$ cat src/cbct_pkg.sv
`default_nettype none

package cbct_pkg;

    localparam int COUNT_W = 23;
    localparam int SUM_W   = 34;
    localparam int POS_W   = 11;
    localparam int CHAN_W  = 8;
    localparam int DIM_W   = 12;

    localparam int AREA_LIMIT   = 10000;
    localparam int PIXEL_WEIGHT = 255;
    localparam logic [COUNT_W-1:0] MIN_COUNT = COUNT_W'(AREA_LIMIT / PIXEL_WEIGHT + 1);
    localparam logic [DIM_W-1:0]   EDGE_MARGIN = DIM_W'(15);

    localparam int CFG_IDX_W  = 3;
    localparam int CFG_DATA_W = 12;

    localparam logic [CFG_IDX_W-1:0] REG_HUE_LOW      = 3'd0;
    localparam logic [CFG_IDX_W-1:0] REG_HUE_HIGH     = 3'd1;
    localparam logic [CFG_IDX_W-1:0] REG_SAT_LOW      = 3'd2;
    localparam logic [CFG_IDX_W-1:0] REG_SAT_HIGH     = 3'd3;
    localparam logic [CFG_IDX_W-1:0] REG_VAL_LOW      = 3'd4;
    localparam logic [CFG_IDX_W-1:0] REG_VAL_HIGH     = 3'd5;
    localparam logic [CFG_IDX_W-1:0] REG_FRAME_WIDTH  = 3'd6;
    localparam logic [CFG_IDX_W-1:0] REG_FRAME_HEIGHT = 3'd7;

    localparam logic [CHAN_W-1:0] RST_HUE_LOW      = 8'd170;
    localparam logic [CHAN_W-1:0] RST_HUE_HIGH     = 8'd179;
    localparam logic [CHAN_W-1:0] RST_SAT_LOW      = 8'd150;
    localparam logic [CHAN_W-1:0] RST_SAT_HIGH     = 8'd255;
    localparam logic [CHAN_W-1:0] RST_VAL_LOW      = 8'd60;
    localparam logic [CHAN_W-1:0] RST_VAL_HIGH     = 8'd255;
    localparam logic [DIM_W-1:0]  RST_FRAME_WIDTH  = 12'd1280;
    localparam logic [DIM_W-1:0]  RST_FRAME_HEIGHT = 12'd720;

    typedef struct packed {
        logic [CHAN_W-1:0] hue_low;
        logic [CHAN_W-1:0] hue_high;
        logic [CHAN_W-1:0] sat_low;
        logic [CHAN_W-1:0] sat_high;
        logic [CHAN_W-1:0] val_low;
        logic [CHAN_W-1:0] val_high;
    } bounds_t;

    typedef struct packed {
        logic [COUNT_W-1:0] count;
        logic [SUM_W-1:0]   col_sum;
        logic [SUM_W-1:0]   row_sum;
    } totals_t;

    typedef struct packed {
        logic             object_found;
        logic [POS_W-1:0] pos_x;
        logic [POS_W-1:0] pos_y;
        logic             exit_left;
        logic             exit_right;
        logic             exit_top;
        logic             exit_bottom;
    } result_t;

endpackage

`default_nettype wire

$ cat src/cbct_fifo.sv
`default_nettype none

module cbct_fifo #(
    parameter int WIDTH = 8,
    parameter int DEPTH = 2
) (
    input  wire logic             clk,
    input  wire logic             rst_n,
    input  wire logic             push,
    input  wire logic [WIDTH-1:0] wdata,
    output logic                  full,
    input  wire logic             pop,
    output logic      [WIDTH-1:0] rdata,
    output logic                  empty
);

    localparam int AW = (DEPTH > 1) ? $clog2(DEPTH) : 1;
    localparam int CW = $clog2(DEPTH + 1);

    logic [WIDTH-1:0] store_reg [DEPTH];
    logic [AW-1:0]    wr_ptr_reg, wr_ptr_next;
    logic [AW-1:0]    rd_ptr_reg, rd_ptr_next;
    logic [CW-1:0]    count_reg, count_next;
    logic             do_push, do_pop;

    assign full    = (count_reg == CW'(DEPTH));
    assign empty   = (count_reg == '0);
    assign do_push = push && !full;
    assign do_pop  = pop && !empty;
    assign rdata   = store_reg[rd_ptr_reg];

    always_comb
    begin
        wr_ptr_next = wr_ptr_reg;
        rd_ptr_next = rd_ptr_reg;
        count_next  = count_reg;
        if (do_push)
        begin
            wr_ptr_next = (wr_ptr_reg == AW'(DEPTH - 1)) ? '0 : wr_ptr_reg + 1'b1;
        end
        if (do_pop)
        begin
            rd_ptr_next = (rd_ptr_reg == AW'(DEPTH - 1)) ? '0 : rd_ptr_reg + 1'b1;
        end
        if (do_push && !do_pop)
        begin
            count_next = count_reg + 1'b1;
        end
        else if (do_pop && !do_push)
        begin
            count_next = count_reg - 1'b1;
        end
    end

    always_ff @(posedge clk or negedge rst_n)
    begin
        if (!rst_n)
        begin
            wr_ptr_reg <= '0;
            rd_ptr_reg <= '0;
            count_reg  <= '0;
        end
        else
        begin
            wr_ptr_reg <= wr_ptr_next;
            rd_ptr_reg <= rd_ptr_next;
            count_reg  <= count_next;
        end
    end

    always_ff @(posedge clk)
    begin
        if (do_push)
        begin
            store_reg[wr_ptr_reg] <= wdata;
        end
    end

endmodule

`default_nettype wire

$ cat src/cbct_front.sv
`default_nettype none

module cbct_front
    import cbct_pkg::*;
#(
    parameter int MAX_COLS = 2048,
    parameter int MAX_ROWS = 2048
) (
    input  wire logic              clk,
    input  wire logic              rst_n,
    input  wire bounds_t           bounds,
    input  wire logic              accept,
    input  wire logic [CHAN_W-1:0] hue,
    input  wire logic [CHAN_W-1:0] saturation,
    input  wire logic [CHAN_W-1:0] brightness,
    input  wire logic [POS_W-1:0]  col,
    input  wire logic [POS_W-1:0]  row,
    input  wire logic              end_of_frame,
    output totals_t                totals,
    output logic                   frame_push
);

    localparam logic [POS_W+1:0] COL_LIMIT = (POS_W + 2)'(MAX_COLS);
    localparam logic [POS_W+1:0] ROW_LIMIT = (POS_W + 2)'(MAX_ROWS);

    logic [COUNT_W-1:0] count_reg, count_next;
    logic [SUM_W-1:0]   col_sum_reg, col_sum_next;
    logic [SUM_W-1:0]   row_sum_reg, row_sum_next;
    logic               hit;

    assign hit = (hue >= bounds.hue_low) && (hue <= bounds.hue_high)
              && (saturation >= bounds.sat_low) && (saturation <= bounds.sat_high)
              && (brightness >= bounds.val_low) && (brightness <= bounds.val_high)
              && ({2'b00, col} < COL_LIMIT) && ({2'b00, row} < ROW_LIMIT);

    // running totals including the current pixel
    assign totals.count   = hit ? count_reg + 1'b1 : count_reg;
    assign totals.col_sum = hit ? col_sum_reg + SUM_W'(col) : col_sum_reg;
    assign totals.row_sum = hit ? row_sum_reg + SUM_W'(row) : row_sum_reg;
    assign frame_push     = accept && end_of_frame;

    always_comb
    begin
        count_next   = count_reg;
        col_sum_next = col_sum_reg;
        row_sum_next = row_sum_reg;
        if (accept)
        begin
            if (end_of_frame)
            begin
                count_next   = '0;
                col_sum_next = '0;
                row_sum_next = '0;
            end
            else
            begin
                count_next   = totals.count;
                col_sum_next = totals.col_sum;
                row_sum_next = totals.row_sum;
            end
        end
    end

    always_ff @(posedge clk or negedge rst_n)
    begin
        if (!rst_n)
        begin
            count_reg   <= '0;
            col_sum_reg <= '0;
            row_sum_reg <= '0;
        end
        else
        begin
            count_reg   <= count_next;
            col_sum_reg <= col_sum_next;
            row_sum_reg <= row_sum_next;
        end
    end

endmodule

`default_nettype wire

$ cat src/cbct_back.sv
`default_nettype none

module cbct_back
    import cbct_pkg::*;
(
    input  wire logic             clk,
    input  wire logic             rst_n,
    input  wire logic [DIM_W-1:0] frame_width,
    input  wire logic [DIM_W-1:0] frame_height,
    input  wire totals_t          totals,
    input  wire logic             totals_empty,
    output logic                  totals_pop,
    output result_t               result,
    output logic                  result_push,
    input  wire logic             result_full
);

    localparam int STEP_W = $clog2(SUM_W);

    localparam logic [1:0] S_IDLE = 2'd0;
    localparam logic [1:0] S_DIV  = 2'd1;
    localparam logic [1:0] S_PUSH = 2'd2;

    logic [1:0]         state_reg, state_next;
    logic [STEP_W-1:0]  step_reg, step_next;
    logic [COUNT_W-1:0] divisor_reg, divisor_next;
    logic [SUM_W-1:0]   col_dvd_reg, col_dvd_next;
    logic [SUM_W-1:0]   row_dvd_reg, row_dvd_next;
    logic [COUNT_W-1:0] col_rem_reg, col_rem_next;
    logic [COUNT_W-1:0] row_rem_reg, row_rem_next;
    logic [POS_W-1:0]   col_quo_reg, col_quo_next;
    logic [POS_W-1:0]   row_quo_reg, row_quo_next;
    logic               found_reg, found_next;
    logic               prev_valid_reg, prev_valid_next;
    logic [POS_W-1:0]   prev_x_reg, prev_x_next;
    logic [POS_W-1:0]   prev_y_reg, prev_y_next;

    logic [COUNT_W:0]   col_trial, row_trial;
    logic [COUNT_W:0]   col_diff, row_diff;
    logic               col_ge, row_ge;

    // one restoring step for each sum, shared divisor
    assign col_trial = {col_rem_reg, col_dvd_reg[SUM_W-1]};
    assign row_trial = {row_rem_reg, row_dvd_reg[SUM_W-1]};
    assign col_ge    = col_trial >= {1'b0, divisor_reg};
    assign row_ge    = row_trial >= {1'b0, divisor_reg};
    assign col_diff  = col_trial - {1'b0, divisor_reg};
    assign row_diff  = row_trial - {1'b0, divisor_reg};

    assign totals_pop  = (state_reg == S_IDLE) && !totals_empty;
    assign result_push = (state_reg == S_PUSH) && !result_full;

    always_comb
    begin
        result.object_found = found_reg;
        result.pos_x        = col_quo_reg;
        result.pos_y        = row_quo_reg;
        result.exit_left    = found_reg && prev_valid_reg
                           && ({1'b0, col_quo_reg} <= EDGE_MARGIN)
                           && (col_quo_reg < prev_x_reg);
        result.exit_right   = found_reg && prev_valid_reg
                           && (({1'b0, col_quo_reg} + EDGE_MARGIN) >= frame_width)
                           && (col_quo_reg > prev_x_reg);
        result.exit_top     = found_reg && prev_valid_reg
                           && ({1'b0, row_quo_reg} <= EDGE_MARGIN)
                           && (row_quo_reg < prev_y_reg);
        result.exit_bottom  = found_reg && prev_valid_reg
                           && (({1'b0, row_quo_reg} + EDGE_MARGIN) >= frame_height)
                           && (row_quo_reg > prev_y_reg);
    end

    always_comb
    begin
        state_next      = state_reg;
        step_next       = step_reg;
        divisor_next    = divisor_reg;
        col_dvd_next    = col_dvd_reg;
        row_dvd_next    = row_dvd_reg;
        col_rem_next    = col_rem_reg;
        row_rem_next    = row_rem_reg;
        col_quo_next    = col_quo_reg;
        row_quo_next    = row_quo_reg;
        found_next      = found_reg;
        prev_valid_next = prev_valid_reg;
        prev_x_next     = prev_x_reg;
        prev_y_next     = prev_y_reg;
        case (state_reg)
            S_IDLE:
            begin
                if (!totals_empty)
                begin
                    step_next    = STEP_W'(SUM_W - 1);
                    divisor_next = totals.count;
                    col_dvd_next = totals.col_sum;
                    row_dvd_next = totals.row_sum;
                    col_rem_next = '0;
                    row_rem_next = '0;
                    col_quo_next = '0;
                    row_quo_next = '0;
                    found_next   = totals.count >= MIN_COUNT;
                    state_next   = (totals.count >= MIN_COUNT) ? S_DIV : S_PUSH;
                end
            end
            S_DIV:
            begin
                col_rem_next = col_ge ? col_diff[COUNT_W-1:0] : col_trial[COUNT_W-1:0];
                row_rem_next = row_ge ? row_diff[COUNT_W-1:0] : row_trial[COUNT_W-1:0];
                col_quo_next = {col_quo_reg[POS_W-2:0], col_ge};
                row_quo_next = {row_quo_reg[POS_W-2:0], row_ge};
                col_dvd_next = {col_dvd_reg[SUM_W-2:0], 1'b0};
                row_dvd_next = {row_dvd_reg[SUM_W-2:0], 1'b0};
                step_next    = step_reg - 1'b1;
                if (step_reg == '0)
                begin
                    state_next = S_PUSH;
                end
            end
            S_PUSH:
            begin
                if (!result_full)
                begin
                    if (found_reg)
                    begin
                        prev_valid_next = 1'b1;
                        prev_x_next     = col_quo_reg;
                        prev_y_next     = row_quo_reg;
                    end
                    state_next = S_IDLE;
                end
            end
            default:
            begin
                state_next = S_IDLE;
            end
        endcase
    end

    always_ff @(posedge clk or negedge rst_n)
    begin
        if (!rst_n)
        begin
            state_reg      <= S_IDLE;
            found_reg      <= 1'b0;
            prev_valid_reg <= 1'b0;
            prev_x_reg     <= '0;
            prev_y_reg     <= '0;
        end
        else
        begin
            state_reg      <= state_next;
            found_reg      <= found_next;
            prev_valid_reg <= prev_valid_next;
            prev_x_reg     <= prev_x_next;
            prev_y_reg     <= prev_y_next;
        end
    end

    always_ff @(posedge clk)
    begin
        step_reg    <= step_next;
        divisor_reg <= divisor_next;
        col_dvd_reg <= col_dvd_next;
        row_dvd_reg <= row_dvd_next;
        col_rem_reg <= col_rem_next;
        row_rem_reg <= row_rem_next;
        col_quo_reg <= col_quo_next;
        row_quo_reg <= row_quo_next;
    end

endmodule

`default_nettype wire

$ cat src/color_blob_centroid_tracker.sv
// pixels: one request per cycle, full rises only when four frame totals wait for the back end
// frame result: when the object is found, the position comes from the
// 34-step bit-serial divider (one quotient bit per cycle for column and row in parallel);
// when it is not found the divider is skipped; a found frame holds the divider until its result is pushed
// frames that end faster than the back end clears them back up into the totals queue and can raise full
// reset: bounds and frame size to defaults, sums cleared, no previous centroid, queues empty
`default_nettype none

module color_blob_centroid_tracker
    import cbct_pkg::*;
#(
    parameter int MAX_COLS = 2048,
    parameter int MAX_ROWS = 2048
) (
    input  wire logic                  clk,
    input  wire logic                  rst_n,
    input  wire logic                  cfg_write,
    input  wire logic [CFG_IDX_W-1:0]  cfg_index,
    input  wire logic [CFG_DATA_W-1:0] cfg_data,
    input  wire logic                  push,
    output logic                       full,
    input  wire logic [CHAN_W-1:0]     hue,
    input  wire logic [CHAN_W-1:0]     saturation,
    input  wire logic [CHAN_W-1:0]     brightness,
    input  wire logic [POS_W-1:0]      col,
    input  wire logic [POS_W-1:0]      row,
    input  wire logic                  end_of_frame,
    output logic                       empty,
    input  wire logic                  pop,
    output logic                       object_found,
    output logic [POS_W-1:0]           pos_x,
    output logic [POS_W-1:0]           pos_y,
    output logic                       exit_left,
    output logic                       exit_right,
    output logic                       exit_top,
    output logic                       exit_bottom
);

    localparam int TOTALS_DEPTH = 4;
    localparam int RESULT_DEPTH = 2;

    logic [CHAN_W-1:0] hue_low_reg, hue_high_reg;
    logic [CHAN_W-1:0] sat_low_reg, sat_high_reg;
    logic [CHAN_W-1:0] val_low_reg, val_high_reg;
    logic [DIM_W-1:0]  frame_width_reg, frame_height_reg;

    bounds_t bounds;
    totals_t front_totals, queued_totals;
    result_t back_result, head_result;
    logic    frame_push, totals_empty, totals_pop;
    logic    result_push, result_full;
    logic    accept;

    always_ff @(posedge clk or negedge rst_n)
    begin
        if (!rst_n)
        begin
            hue_low_reg      <= RST_HUE_LOW;
            hue_high_reg     <= RST_HUE_HIGH;
            sat_low_reg      <= RST_SAT_LOW;
            sat_high_reg     <= RST_SAT_HIGH;
            val_low_reg      <= RST_VAL_LOW;
            val_high_reg     <= RST_VAL_HIGH;
            frame_width_reg  <= RST_FRAME_WIDTH;
            frame_height_reg <= RST_FRAME_HEIGHT;
        end
        else if (cfg_write)
        begin
            case (cfg_index)
                REG_HUE_LOW:      hue_low_reg      <= cfg_data[CHAN_W-1:0];
                REG_HUE_HIGH:     hue_high_reg     <= cfg_data[CHAN_W-1:0];
                REG_SAT_LOW:      sat_low_reg      <= cfg_data[CHAN_W-1:0];
                REG_SAT_HIGH:     sat_high_reg     <= cfg_data[CHAN_W-1:0];
                REG_VAL_LOW:      val_low_reg      <= cfg_data[CHAN_W-1:0];
                REG_VAL_HIGH:     val_high_reg     <= cfg_data[CHAN_W-1:0];
                REG_FRAME_WIDTH:  frame_width_reg  <= cfg_data[DIM_W-1:0];
                REG_FRAME_HEIGHT: frame_height_reg <= cfg_data[DIM_W-1:0];
                default:
                begin
                end
            endcase
        end
    end

    assign bounds.hue_low  = hue_low_reg;
    assign bounds.hue_high = hue_high_reg;
    assign bounds.sat_low  = sat_low_reg;
    assign bounds.sat_high = sat_high_reg;
    assign bounds.val_low  = val_low_reg;
    assign bounds.val_high = val_high_reg;

    assign accept = push && !full;

    cbct_front #(
        .MAX_COLS (MAX_COLS),
        .MAX_ROWS (MAX_ROWS)
    ) u_front (
        .clk          (clk),
        .rst_n        (rst_n),
        .bounds       (bounds),
        .accept       (accept),
        .hue          (hue),
        .saturation   (saturation),
        .brightness   (brightness),
        .col          (col),
        .row          (row),
        .end_of_frame (end_of_frame),
        .totals       (front_totals),
        .frame_push   (frame_push)
    );

    cbct_fifo #(
        .WIDTH ($bits(totals_t)),
        .DEPTH (TOTALS_DEPTH)
    ) u_totals_q (
        .clk   (clk),
        .rst_n (rst_n),
        .push  (frame_push),
        .wdata (front_totals),
        .full  (full),
        .pop   (totals_pop),
        .rdata (queued_totals),
        .empty (totals_empty)
    );

    cbct_back u_back (
        .clk          (clk),
        .rst_n        (rst_n),
        .frame_width  (frame_width_reg),
        .frame_height (frame_height_reg),
        .totals       (queued_totals),
        .totals_empty (totals_empty),
        .totals_pop   (totals_pop),
        .result       (back_result),
        .result_push  (result_push),
        .result_full  (result_full)
    );

    cbct_fifo #(
        .WIDTH ($bits(result_t)),
        .DEPTH (RESULT_DEPTH)
    ) u_result_q (
        .clk   (clk),
        .rst_n (rst_n),
        .push  (result_push),
        .wdata (back_result),
        .full  (result_full),
        .pop   (pop),
        .rdata (head_result),
        .empty (empty)
    );

    assign object_found = head_result.object_found;
    assign pos_x        = head_result.pos_x;
    assign pos_y        = head_result.pos_y;
    assign exit_left    = head_result.exit_left;
    assign exit_right   = head_result.exit_right;
    assign exit_top     = head_result.exit_top;
    assign exit_bottom  = head_result.exit_bottom;

endmodule

`default_nettype wire
$ cat config.mk
export PLATFORM = sky130hd
export DESIGN_NAME = color_blob_centroid_tracker
export DESIGN_NICKNAME = d
export VERILOG_FILES = /design/src/cbct_pkg.sv /design/src/cbct_fifo.sv /design/src/cbct_front.sv /design/src/cbct_back.sv /design/src/color_blob_centroid_tracker.sv
export SDC_FILE = /design/constraint.sdc
export NUM_CORES = 1
export LEC_CHECK = 0
export ABC_AREA = 1
export BUFFER_PORTS_ARGS = -buffer_cell sky130_fd_sc_hd__buf_4
export CORE_MARGIN = 3
export CORE_UTILIZATION = 40
export CTS_BUF_LIST = sky130_fd_sc_hd__clkbuf_4
export CTS_CLUSTER_DIAMETER = 60
export DETAILED_ROUTE_END_ITERATION = 10
export PLACE_DENSITY_LB_ADDON = 0.05
export SYNTH_ARGS = -nofsm -noshare
export SYNTH_HDL_FRONTEND = slang
export SYNTH_SLANG_ARGS = --single-unit
export TNS_END_PERCENT = 100
$ cat constraint.sdc
create_clock -name clk -period 14.7 [get_ports clk]
set_clock_uncertainty 0.2 [all_clocks]
set_input_delay 0.735 -clock clk [delete_from_list [all_inputs] [get_ports clk]]
set_output_delay 0.735 -clock clk [all_outputs]
set_load 0.05 [all_outputs]
-- Yosys cells after proc, flatten, opt, wreduce, memory -nomap -nowiden
Memories as Yosys holds them, arrays and structs flattened.
Index checks and enable logic that the tools add are counted.
Widths: inputs -> output; s select.
- bits in registers: 365
- RAM bits: 418
- output and inout bits: 29
- logic and storage cells: 174
- memories kept: 2
- memories (memory ; words ; bits a word ; read ports ; clocked after Yosys merged registers in ; wr ports ; RTL line ; text):
    u_totals_q.store_reg ; 4 ; 91 ; 1 ; 0 ; 1 ; cbct_fifo.sv:20 ; logic [WIDTH-1:0] store_reg [DEPTH];
    u_result_q.store_reg ; 2 ; 27 ; 1 ; 0 ; 1 ; cbct_fifo.sv:20 ;
- add/sub/neg operators: 16
- $lt $le $gt $ge: 17
- equal/unequal tests: 16
- mux-type cells: 37
- bitwise logic cells: 2
- reductions and logical operators: 54
- operators with widths (cell ; count):
    $mux 34 ; 6
    $pmux 34 s2 ; 2
    $mux 23 ; 5
    $pmux 23 s2 ; 2
    $add 34x11->34 ; 2
    $ge 24x23->1 ; 2
    $sub 23x23->23 ; 2
    $pmux 11 s2 ; 2
    $logic_and 1x1->1 ; 26
    $add 11x4->12 const B ; 2
    $ge 12x12->1 ; 2
    $ge 8x8->1 ; 3
    $le 8x8->1 ; 3
    $add 23x1->23 const B ; 1
    $ge 23x6->1 const B ; 1
    $gt 11x11->1 ; 2
    $le 11x4->1 const B ; 2
    $lt 11x11->1 ; 2
    $reduce_and 2->1 ; 10
    $mux 2 ; 8
    $eq 3x3->1 const B ; 5
    $pmux 6 s2 ; 1
    $mux 11 ; 1
    $eq 2x2->1 const B ; 4
    other kinds (22) ; 46

-- Depth between registers and ports, before layout
Gate-level depths: netlist of run 1.
- word-level depth: 9
- gate-level depth with buffers: 18

-- Modules after synthesis
A second synthesis of run 1 with hierarchy kept.
- cell total of the unflattened synthesis: 4987
- area, all modules: 42719.7 um^2
- by module, submodules not included (module ; times used ; cells each ; area an instance (um^2) ; seq. area each (um^2)):
    cbct_fifo (u_totals_q) ; 1 ; 1122 ; 15134.5 ; 11105.7
    cbct_back ; 1 ; 1745 ; 13037.5 ; 5605.4
    cbct_front ; 1 ; 1615 ; 9434.0 ; 2277.2
    color_blob_centroid_tracker ; 1 ; 333 ; 2921.6 ; 1850.5
    cbct_fifo (u_result_q) ; 1 ; 172 ; 2192.1 ; 1721.7

-- Worst setup path after synthesis of run 1
No wires, ideal clock.
- path type: reg2reg
- start point: register u_totals_q.count_reg[0]
- end point: register u_back.col_dvd_reg[0], enable pin
- library setup time: 842 ps
- arrival: 10456 ps
- required time: 13658 ps
- setup slack: 3203 ps
- cell stages (with the launch flop): 3
- path buffers: 0
- path through: dfrtp_1 nor3_1 o21ai_0
- cells in the longest elaborated chain, start to end: 3
- ends and longest elaborated chain (item ; RTL line ; text):
    from (decl) ; cbct_fifo.sv:23 ; logic [CW-1:0] count_reg, count_next;
    from (signal assigned) ; cbct_fifo.sv:67 ; count_reg <= count_next;
    $logic_not 3->1 ; cbct_fifo.sv:27 ; assign empty = (count_reg == '0);
    $ne 2x2->1 (no source line) ; -- ;
    $reduce_and 2->1 (no source line) ; -- ;
    to (signal assigned) ; cbct_back.sv:162 ; col_dvd_reg <= col_dvd_next;
    to (decl) ; cbct_back.sv:27 ; logic [SUM_W-1:0] col_dvd_reg, col_dvd_next;
Every way passes these cells.
A chain may end at the register's enable or synchronous reset.

-- Worst setup path in the final report of run 1
- start point: register u_result_q.rd_ptr_reg
- end point: output port pos_x[5]
- cells in the longest elaborated chain, start to end: 1
- ends and longest elaborated chain (item ; RTL line ; text):
    from (decl) ; cbct_fifo.sv:22 ; logic [AW-1:0] rd_ptr_reg, rd_ptr_next;
    from (signal assigned) ; cbct_fifo.sv:66 ; rd_ptr_reg <= rd_ptr_next;
    $mem_v2 2x27 ; -- ;
    to (decl) ; color_blob_centroid_tracker.sv:31 ; output logic [POS_W-1:0] pos_x,
Every way passes these cells.

==> flow_summary.html, run 1 <==
<table>
<tr><th>Metric</th><th>Value</th></tr>
<tr><th colspan="2">Worst setup path</th></tr>
<tr><td>Biggest fanout along the worst timing path</td><td>28</td></tr>
<tr><td>Data required, critical path</td><td>approximately 14 ns</td></tr>
<tr><td>Critical path endpoint category</td><td>output pin</td></tr>
<tr><td>Largest incremental delay on the critical path</td><td>between 0.9 and 1 ns</td></tr>
<tr><td>Critical path, cell by cell</td><td>inv_2 &gt; nand2_1 &gt; nand2_1 &gt; buf_4</td></tr>
<tr><td>Cell occurring most often along the worst timing path</td><td>sky130_fd_sc_hd__nand2_1</td></tr>
<tr><td>CP startpoint kind</td><td>register</td></tr>
<tr><td>CP max-delay cell</td><td>sky130_fd_sc_hd__dfrtp_1</td></tr>
<tr><td>Critical path class</td><td>reg2out</td></tr>
<tr><td>Arrival time reported for the critical path endpoint</td><td>2.99 ns</td></tr>
<tr><th colspan="2">Yosys</th></tr>
<tr><td>Number of synthesized register bits</td><td>between 700 and 800</td></tr>
<tr><td>Cell taking the most area after synthesis</td><td>sky130_fd_sc_hd__edfxtp_1</td></tr>
<tr><td>Count of different cell masters after synthesis</td><td>50</td></tr>
<tr><td>Cell Area, Synth</td><td>~41000 um2</td></tr>
<tr><td>Yosys warnings</td><td>0</td></tr>
<tr><td>Number of enable flip-flop cells after synthesis</td><td>between 500 and 600</td></tr>
<tr><td>Post-Synthesis Cells</td><td>approximately 4500</td></tr>
<tr><td>Sequential cell area fraction in the yosys report</td><td>~56%</td></tr>
<tr><td>Area fraction of the dominant cell type after synthesis</td><td>roughly 43%</td></tr>
<tr><td>Nets in the synthesized netlist</td><td>~4800</td></tr>
<tr><td>Flip-flop cell with the highest count after synthesis</td><td>sky130_fd_sc_hd__edfxtp_1</td></tr>
<tr><td>Top post-synthesis cells by area</td><td>sky130_fd_sc_hd__edfxtp_1 (43%), sky130_fd_sc_hd__nand2_1 (12%), sky130_fd_sc_hd__dfrtp_1 (9.9%), sky130_fd_sc_hd__nor2_1 (5.6%), sky130_fd_sc_hd__ha_1 (5.4%)</td></tr>
<tr><td>Average cell area after synthesis</td><td>~9.0 um2</td></tr>
<tr><td>Fraction of synthesis flops using an asynchronous set or reset pin</td><td>between 20% and 30%</td></tr>
<tr><th colspan="2">Cells and area</th></tr>
<tr><td>FF/Latch Area</td><td>around 23000 um2</td></tr>
<tr><td>Fraction of layout instances using a drive strength above 1</td><td>around 13%</td></tr>
<tr><td>Nets</td><td>~5000</td></tr>
<tr><td>Number of fill cells</td><td>between 9000 and 10000</td></tr>
<tr><td>Synth-to-layout area growth</td><td>13.8%</td></tr>
<tr><td>Max FFs per register</td><td>approximately 360</td></tr>
<tr><td>Area occupied by multi-input gates</td><td>between 15000 and 20000 um2</td></tr>
<tr><td>Utilization after layout</td><td>46.0%</td></tr>
<tr><td>Post-route cell area</td><td>~46000 um2</td></tr>
<tr><th colspan="2">Clocking</th></tr>
<tr><td>Count of H-tree levels built during CTS</td><td>4</td></tr>
<tr><td>Setup Fix Bufs, Post-CTS</td><td>0</td></tr>
<tr><td>Clock buffer depth</td><td>3</td></tr>
<tr><td>Total number of clock tree sinks</td><td>~780</td></tr>
<tr><td>Cell at the root of the clock tree</td><td>sky130_fd_sc_hd__clkbuf_4</td></tr>
<tr><td>CTS tree</td><td>built</td></tr>
<tr><td>Clock slew seen by the registers of the worst setup and hold paths</td><td>roughly 0.06 ns</td></tr>
<tr><td>Insertion delay to the later sink of the worst-skew pair</td><td>around 1.1 ns</td></tr>
<tr><td>TritonCTS buffer count</td><td>around 210</td></tr>
<tr><th colspan="2">Min path</th></tr>
<tr><td>Type of the most critical hold path</td><td>in2reg</td></tr>
<tr><th colspan="2">Global route</th></tr>
<tr><td>Global-route wire length before repair</td><td>164 mm</td></tr>
<tr><td>Number of global-route vias before repair</td><td>between 30000 and 40000</td></tr>
<tr><td>Number of antenna violations at the first check in global routing</td><td>3</td></tr>
<tr><td>Total routing resource utilization after global routing</td><td>between 15 and 20%</td></tr>
<tr><td>Grt ovf</td><td>0</td></tr>
<tr><td>Largest net degree at the start of global routing</td><td>about 110</td></tr>
<tr><th colspan="2">Job</th></tr>
<tr><td>Count of maximum capacitance violations</td><td>0</td></tr>
<tr><th colspan="2">Floorplanning</th></tr>
<tr><td>Core region area</td><td>around 100000 um2</td></tr>
<tr><td>Vertical die dimension</td><td>approximately 320 um</td></tr>
<tr><td>Width of the die</td><td>approximately 320 um</td></tr>
<tr><td>Starting utilization of the core area</td><td>between 40% and 50%</td></tr>
<tr><td>Die ar.</td><td>between 100000 and 150000 um2</td></tr>
<tr><td>Number of top-level pins</td><td>96</td></tr>
<tr><td>Core Rows</td><td>between 100 and 150</td></tr>
<tr><th colspan="2">Drt</th></tr>
<tr><td>Via-per-instance ratio</td><td>~4.8</td></tr>
<tr><td>DRC viols</td><td>0</td></tr>
<tr><td>Starting DRT DRC Count</td><td>1667</td></tr>
<tr><td>Final antenna-violating net count</td><td>0</td></tr>
<tr><td>Wire length per cell</td><td>approximately 16 um</td></tr>
<tr><td>Vias after detailed routing</td><td>30400</td></tr>
<tr><td>Number of iterations in the first detailed-routing pass</td><td>5</td></tr>
<tr><td>Detailed-route wire length</td><td>roughly 100 mm</td></tr>
<tr><th colspan="2">Outcome</th></tr>
<tr><td>Status</td><td>completed</td></tr>
<tr><th colspan="2">Pwr</th></tr>
<tr><td>Peak ir drop on the vdd network</td><td>approximately 0.14 mV</td></tr>
<tr><td>Leak pwr</td><td>~21 nW</td></tr>
<tr><td>Total power divided by cell area</td><td>187 nW/um2</td></tr>
<tr><td>Total Power</td><td>8.61 mW</td></tr>
<tr><th colspan="2">STA</th></tr>
<tr><td>Number of hold violations in the final report</td><td>0</td></tr>
<tr><td>Worst setup margin</td><td>10.78 ns</td></tr>
<tr><td>Slew at the pin closest to its max-slew limit</td><td>1.07 ns</td></tr>
<tr><td>Final critical-path share of the clock period</td><td>a little over a quarter</td></tr>
<tr><td>Max transition margin</td><td>between 20 and 30%</td></tr>
<tr><td>Sum of negative setup slack</td><td>0 ns</td></tr>
<tr><td>Setup violators final</td><td>0</td></tr>
<tr><td>Final slew viol count</td><td>0</td></tr>
<tr><td>Unrepaired setup endpoints after global routing</td><td>no</td></tr>
<tr><td>Crit path time final</td><td>just under 4 ns</td></tr>
<tr><td>Peak clock frequency supported by timing</td><td>roughly 0.25 GHz</td></tr>
<tr><th colspan="2">Placed design</th></tr>
<tr><td>Gp weighted congestion</td><td>about 0.86</td></tr>
<tr><td>Number of buffers added on ports</td><td>95</td></tr>
<tr><td>Setup slack at placement</td><td>roughly 11 ns</td></tr>
<tr><td>HPWL Detailed</td><td>64.9 mm</td></tr>
<tr><td>Cell area reported after detailed placement</td><td>42600 um2</td></tr>
</table>
==> report_power, final <==
group	switching, mW	leakage, nW	total (mW)	internal, mW
sequential	0.261	8.33	3.29	3.03
combinational	2.26	10.6	3.32	1.06
clock	0.955	1.72	2.00	1.05
total	3.48	20.7	8.61	5.13
==> final cells by class <==
class	instances	area share, %
diodes	12	0.0651
clock buffers	323	5.25
clock inverters	81	0.919
inverters	481	3.93
multi-input cells	3120	33.7
flip-flops and latches	783	48.9
well taps	1357	3.68
repair buffers	192	3.51
==> worst max-delay path: cells and delay by family (launching register included) <==
kind	cells	cell delay [ns]
buffers and inverters	2	0.67
flip-flops	1	0.97
AND/OR/NAND/NOR	2	0.23
==> cell usage in the layout (no fill, tap or decap), drive strengths merged, types with 12 or more instances in the layout <==
cell type,instances
dfstp,39
ha,176
o21ai,314
dfrtp,161
inv,486
xnor2,45
nor2,606
dlygate4sd3,63
buf,129
edfxtp,583
clkinv,73
xor2,56
nand2,1364
nand4,38
a21oi,139
nand3,155
diode,12
clkbuf,323
nor3,51
a31oi,71
and2,25
nand3b,13
==> worst paths after layout <==
path,start,to,slack [ns],depth (start not counted)
worst max-delay path,u_result_q.rd_ptr_reg,pos_x[5],10.78,4
worst min-delay path,col[10],u_front.col_sum_reg[10],0.14,7
worst max register to register,u_totals_q.count_reg[0],u_front.col_sum_reg[4],10.97,7
worst min register to register,u_back.prev_valid_reg,u_back.prev_valid_reg,0.26,1
max in group asynchronous,rst_n,sat_low_reg[3],11.75,5
min in group asynchronous,rst_n,u_front.col_sum_reg[29],0.57,3
==> through the flow <==
| stage | hold WS (ns) | std cells |
|---|---|---|
| after floorplan | 0.239 | 4529 |
| after global placement | 0.252 | 5869 |
| after detailed placement | 0.255 | 5869 |
| after CTS | 0.00691 | 6337 |
| after global routing | 0.0761 | 6347 |
| final | 0.144 | 6349 |
==> kinds of logic after synthesis <==
group / Yosys count / synth area share, %
AO/OA/AOI/OAI: 562 / 7.42
adder cells (fa/ha/maj): 181 / 5.68
flip-flops: 783 / 55.6
AND/OR/NAND/NOR: 2275 / 22.9
multiplexers: 1 / 0.0278
XOR/XNOR: 101 / 2.18
buffers and inverters: 626 / 6.14
==> cells in the mapped netlist (all sizes together), types with 5 or more instances <==
cell type  count
dfstp         39
nand3b        13
xor2          56
clkbuf        92
fa             5
a21o           6
a21oi        139
edfxtp       583
or2            5
nor3          51
nor2         606
dfrtp        161
a31oi         71
nor4           9
o21a           8
o21bai         8
and2          25
nand4         38
o22ai          6
nand3        155
ha           176
nand2       1364
inv          481
o21ai        314
buf           53
xnor2         45
==> repair_timing <==
action / 4_1_cts / 5_1_grt
endpoints found under the hold margin: 221 / 0
setup endpoints to repair: 0 / 0
resized for setup: 0 / 0
hold buffers: 64 / 0
==> layer usage <==
| layer | GRT usage (%) | up-vias | share of wire, % |
|---|---|---|---|
| met4 | 6.23 | 0 | 2.0 |
| li1 | - | 15600 | - |
| met5 | 0 | - | 0 |
| met2 | 32.9 | 516 | 48 |
| met3 | 3.30 | 156 | 3.7 |
| met1 | 25.4 | 14200 | 47 |
Note: power is estimated with default switching activity, not from simulation.
==> run 2: changes to the inputs <==
--- a/config.mk
+++ b/config.mk
@@ -5,7 +5,7 @@
 export SDC_FILE = /design/constraint.sdc
 export NUM_CORES = 1
 export LEC_CHECK = 0
-export ABC_AREA = 1
+export ABC_AREA = 0
 export BUFFER_PORTS_ARGS = -buffer_cell sky130_fd_sc_hd__buf_4
 export CORE_MARGIN = 3
 export CORE_UTILIZATION = 40
==> constraint.sdc (replaced) <==
create_clock -name clk -period 3.2 [get_ports clk]
set_clock_uncertainty 0.2 [all_clocks]
set_input_delay 0.16 -clock clk [delete_from_list [all_inputs] [get_ports clk]]
set_output_delay 0.16 -clock clk [all_outputs]
set_load 0.05 [all_outputs]
==> run 2 against run 1 <==
  * Cell area increased by 5.3%
  * Critical path depth rose by 12
  * Hold slack improved by 0.00075 ns
  * Largest power group unchanged
  * Combinational power increased to 5.6 times the previous value
  * Sequential power rose to 4.7 times the previous value
  * First-iteration DRC count is 21% lower
  * Non-clock buffer count is 255 higher
  * Global-route usage fell by 0.40 points
  * Core utilization up 5.7 points
  * Flip-flop and latch count unchanged
  * Total power rose to 5.0 times the previous value
  * Largest cell class unchanged
  * Count of clock-buffer cells in the layout down 5
  * The run now ends with setup timing left
==> flow_summary.html, run 2 <==
<table>
<tr><th>Metric</th><th>Value</th></tr>
<tr><th colspan="2">Worst setup path</th></tr>
<tr><td>Critical path class</td><td>reg2reg</td></tr>
<tr><td>Start point of the critical path</td><td>val_high_reg[1]</td></tr>
<tr><td>Critical path endpoint category</td><td>register</td></tr>
<tr><td>Worst r2r src</td><td>val_high_reg[1]</td></tr>
<tr><td>Cell depth of the worst flop-to-flop path</td><td>16</td></tr>
<tr><td>Data required, critical path</td><td>3.91 ns</td></tr>
<tr><td>R2R setup slack</td><td>-0.18 ns</td></tr>
<tr><td>Arrival time reported for the critical path endpoint</td><td>4.09 ns</td></tr>
<tr><td>Worst reg2reg path endpoint</td><td>u_front.count_reg[16]</td></tr>
<tr><td>CP startpoint kind</td><td>register</td></tr>
<tr><td>Critical path endpoint</td><td>u_front.count_reg[16]</td></tr>
<tr><td>Biggest fanout along the worst timing path</td><td>7</td></tr>
<tr><th colspan="2">STA</th></tr>
<tr><td>Setup violators final</td><td>168</td></tr>
<tr><td>Worst setup margin</td><td>-0.175 ns</td></tr>
<tr><td>Final slew viol count</td><td>0</td></tr>
<tr><td>Unrepaired setup endpoints after global routing</td><td>yes</td></tr>
<tr><td>Peak clock frequency supported by timing</td><td>a little under 0.3 GHz</td></tr>
<tr><td>Crit path time final</td><td>around 3.4 ns</td></tr>
<tr><td>Max transition margin</td><td>between 10% and 20%</td></tr>
<tr><td>Final critical-path share of the clock period</td><td>105%</td></tr>
<tr><td>Slew at the pin closest to its max-slew limit</td><td>approximately 1.3 ns</td></tr>
<tr><td>Number of hold violations in the final report</td><td>0</td></tr>
<tr><th colspan="2">Placed design</th></tr>
<tr><td>Gp weighted congestion</td><td>between 0.8 and 0.9</td></tr>
<tr><td>Number of buffers added on ports</td><td>95</td></tr>
<tr><td>Placed cell count</td><td>4446</td></tr>
<tr><td>HPWL Detailed</td><td>56.6 mm</td></tr>
<tr><th colspan="2">Clocking</th></tr>
<tr><td>Clock buffer depth</td><td>3</td></tr>
<tr><td>Count of H-tree levels built during CTS</td><td>4</td></tr>
<tr><td>Insertion delay to the later sink of the worst-skew pair</td><td>~1.1 ns</td></tr>
<tr><td>CTS tree</td><td>built</td></tr>
<tr><td>Cell at the root of the clock tree</td><td>sky130_fd_sc_hd__clkbuf_4</td></tr>
<tr><td>Clock slew seen by the registers of the worst setup and hold paths</td><td>0.07 ns</td></tr>
<tr><td>Total number of clock tree sinks</td><td>slightly below 800</td></tr>
<tr><td>TritonCTS buffer count</td><td>about 210</td></tr>
<tr><th colspan="2">Global route</th></tr>
<tr><td>Global-route wire length before repair</td><td>148 mm</td></tr>
<tr><td>Total routing resource utilization after global routing</td><td>19.1%</td></tr>
<tr><td>Largest net degree at the start of global routing</td><td>78</td></tr>
<tr><td>Number of global-route vias before repair</td><td>approximately 27000</td></tr>
<tr><td>Number of antenna violations at the first check in global routing</td><td>2</td></tr>
<tr><td>Grt ovf</td><td>0</td></tr>
<tr><th colspan="2">Cells and area</th></tr>
<tr><td>Most common library cell in the layout ignoring fill and taps</td><td>sky130_fd_sc_hd__edfxtp_1</td></tr>
<tr><td>FF/Latch Area</td><td>~23000 um2</td></tr>
<tr><td>Nets</td><td>around 3800</td></tr>
<tr><td>Max FFs per register</td><td>about 360</td></tr>
<tr><td>Most used cells in the layout excluding fill and tap cells</td><td>sky130_fd_sc_hd__edfxtp_1 (583), sky130_fd_sc_hd__nand2_1 (392), sky130_fd_sc_hd__clkbuf_4 (318), sky130_fd_sc_hd__buf_4 (268), sky130_fd_sc_hd__ha_1 (167)</td></tr>
<tr><td>Number of fill cells</td><td>roughly 8200</td></tr>
<tr><td>Synth-to-layout area growth</td><td>27.3%</td></tr>
<tr><td>Non-Filler Instances</td><td>between 4000 and 5000</td></tr>
<tr><td>Fraction of layout instances using a drive strength above 1</td><td>between 30% and 40%</td></tr>
<tr><td>Area occupied by multi-input gates</td><td>16700 um2</td></tr>
<tr><th colspan="2">Yosys</th></tr>
<tr><td>Synth top cells by count</td><td>sky130_fd_sc_hd__edfxtp_1 (583), sky130_fd_sc_hd__nand2_1 (411), sky130_fd_sc_hd__nor2_1 (179), sky130_fd_sc_hd__ha_1 (176), sky130_fd_sc_hd__inv_1 (172)</td></tr>
<tr><td>Number of synthesized register bits</td><td>783</td></tr>
<tr><td>Flip-flop cell with the highest count after synthesis</td><td>sky130_fd_sc_hd__edfxtp_1</td></tr>
<tr><td>Fraction of synthesis flops using an asynchronous set or reset pin</td><td>between 20% and 30%</td></tr>
<tr><td>Count of different cell masters after synthesis</td><td>between 70 and 80</td></tr>
<tr><td>Most common cell in the synthesized netlist</td><td>sky130_fd_sc_hd__edfxtp_1</td></tr>
<tr><td>Sequential cell area fraction in the yosys report</td><td>between 50 and 60%</td></tr>
<tr><td>Post-Synthesis Cells</td><td>approximately 3000</td></tr>
<tr><td>Top post-synthesis cells by area</td><td>sky130_fd_sc_hd__edfxtp_1 (46%), sky130_fd_sc_hd__dfrtp_1 (11%), sky130_fd_sc_hd__ha_1 (5.8%), sky130_fd_sc_hd__mux4_2 (5.4%), sky130_fd_sc_hd__nand2_1 (4.0%)</td></tr>
<tr><td>Cell Area, Synth</td><td>approximately 38000 um2</td></tr>
<tr><td>Area fraction of the dominant cell type after synthesis</td><td>between 40% and 50%</td></tr>
<tr><td>Yosys warnings</td><td>0</td></tr>
<tr><td>Nets in the synthesized netlist</td><td>between 3000 and 4000</td></tr>
<tr><td>Cell taking the most area after synthesis</td><td>sky130_fd_sc_hd__edfxtp_1</td></tr>
<tr><td>Number of enable flip-flop cells after synthesis</td><td>roughly 600</td></tr>
<tr><td>Average cell area after synthesis</td><td>roughly 13 um2</td></tr>
<tr><th colspan="2">Min path</th></tr>
<tr><td>Type of the most critical hold path</td><td>in2reg</td></tr>
<tr><th colspan="2">Floorplanning</th></tr>
<tr><td>Core Rows</td><td>112</td></tr>
<tr><td>Starting utilization of the core area</td><td>between 40% and 50%</td></tr>
<tr><td>Vertical die dimension</td><td>between 300 and 400 um</td></tr>
<tr><td>Die ar.</td><td>between 90000 and 100000 um2</td></tr>
<tr><td>Width of the die</td><td>315 um</td></tr>
<tr><td>Core region area</td><td>94000 um2</td></tr>
<tr><td>Number of top-level pins</td><td>96</td></tr>
<tr><th colspan="2">Drt</th></tr>
<tr><td>Number of iterations in the first detailed-routing pass</td><td>5</td></tr>
<tr><td>Final antenna-violating net count</td><td>0</td></tr>
<tr><td>Detailed-route wire length</td><td>95.3 mm</td></tr>
<tr><td>Via-per-instance ratio</td><td>between 5 and 6</td></tr>
<tr><td>Wire length per cell</td><td>about 19 um</td></tr>
<tr><td>DRC viols</td><td>0</td></tr>
<tr><td>Vias after detailed routing</td><td>roughly 26000</td></tr>
<tr><td>Starting DRT DRC Count</td><td>1324</td></tr>
<tr><th colspan="2">Pwr</th></tr>
<tr><td>Total Power</td><td>between 40 and 50 mW</td></tr>
<tr><td>Peak ir drop on the vdd network</td><td>between 0.6 and 0.7 mV</td></tr>
<tr><td>Leak pwr</td><td>slightly below 20 nW</td></tr>
<tr><td>Total power divided by cell area</td><td>roughly 880 nW/um2</td></tr>
<tr><th colspan="2">Job</th></tr>
<tr><td>Count of maximum capacitance violations</td><td>0</td></tr>
<tr><th colspan="2">Outcome</th></tr>
<tr><td>Status</td><td>finished with violations</td></tr>
<tr><td>Violated checks</td><td>setup timing</td></tr>
</table>
-- run 2: cell count changes in the layout (fill, tap and decap cells not counted), sizes merged, moves of 89 or more --
| cell | delta |
|---|---|
| buf | +222 |
| inv | -307 |
| mux2 | +89 |
| mux4 | +91 |
| nand2 | -953 |
| nand3 | -107 |
| nor2 | -427 |
| o21ai | -157 |
-- run 2: cell type report --
type	count	area share, %
diodes	7	0.0360
clock buffers	318	4.91
clock inverters	67	0.641
inverters	172	1.33
multi-input cells	1947	34.3
flip-flops and latches	783	46.5
well taps	1254	3.23
repair buffers	447	9.08
-- run 2: cells by family (layout without fill, tap and decap cells) --
group / after synthesis / count (layout) / share of synthesized area [%]
XOR/XNOR: 137 / 137 / 3.14
AO/OA/AOI/OAI: 457 / 457 / 7.72
adder cells (fa/ha/maj): 181 / 181 / 6.03
buffers and inverters: 302 / 1004 / 3.03
flip-flops: 783 / 783 / 59.1
other: 0 / 7 / 0
AND/OR/NAND/NOR: 925 / 927 / 11.3
multiplexers: 245 / 245 / 9.70
-- run 2: through the flow --
step	instance area [um2]	utilization, %	setup slack [ns]	hold WS [ns]	setup TNS (ns)
2_1_floorplan	38300	-	-0.305	-0.336	-44.80
3_3_place_gp	41900	44.6	-0.385	-0.0639	-57.18
3_5_place_dp	41900	44.6	-0.343	-0.0499	-73.12
4_1_cts	47000	50.0	-0.133	0.000451	-14.10
5_1_grt	48600	51.7	-0.261	0.0742	-34.82
6_report	48600	51.7	-0.175	0.145	-9.97
-- run 2: critical path, stage by stage, from the launching register on --
cell and delay, ns:
sky130_fd_sc_hd__dfstp_2 0.54, sky130_fd_sc_hd__inv_2 0.04, sky130_fd_sc_hd__ha_4 0.23, sky130_fd_sc_hd__nor2b_4 0.12, sky130_fd_sc_hd__o21a_1 0.17, sky130_fd_sc_hd__o21ai_2 0.13
sky130_fd_sc_hd__a211oi_2 0.11, sky130_fd_sc_hd__nor4_4 0.24, sky130_fd_sc_hd__buf_4 0.18, sky130_fd_sc_hd__buf_6 0.10, sky130_fd_sc_hd__and4_4 0.26, sky130_fd_sc_hd__buf_8 0.14
sky130_fd_sc_hd__buf_16 0.14, sky130_fd_sc_hd__nand4_1 0.18, sky130_fd_sc_hd__buf_4 0.23, sky130_fd_sc_hd__mux2i_1 0.13, sky130_fd_sc_hd__o21ai_1 0.07
-- run 2: how the worst min path moves through the flow --
| stage | start | slack (ns) | end | depth (start not counted) |
|---|---|---|---|---|
| after floorplan | rst_n | -0.34 | frame_height_reg[0] | 0 |
| after global placement | rst_n | -0.06 | u_front.col_sum_reg[4] | 1 |
| after detailed placement | rst_n | -0.05 | u_front.col_sum_reg[4] | 1 |
| after CTS | col[10] | 0.0005 | u_front.col_sum_reg[10] | 6 |
| after global routing | col[10] | 0.07 | u_front.col_sum_reg[10] | 6 |
| final | col[10] | 0.14 | u_front.col_sum_reg[10] | 6 |
-- run 2: routing by layer --
layer  routed length (um)  up-vias  GRT usage [%]
li1                     -    12400              -
met1                41700    12900           24.2
met2                48000      469           32.6
met3                 3570      170           3.59
met4                 2070        0           6.74
met5                    0        -              0
-- run 2: timing repair --
item / 4_1_cts / 5_1_grt
endpoints found under the hold margin: 943 / 0
gates resized for setup: 219 / 273
endpoints found under the setup margin: 450 / 473
buffers inserted: 30 / 40
hold buffers: 93 / 0
pin swaps: 62 / 101
gates cloned: 9 / 8
-- run 2: report_power, final --
group	internal, mW	switching [mW]
logic	8.19	10.3
clock network	4.61	4.19
registers	14.3	1.22
total	27.1	15.7
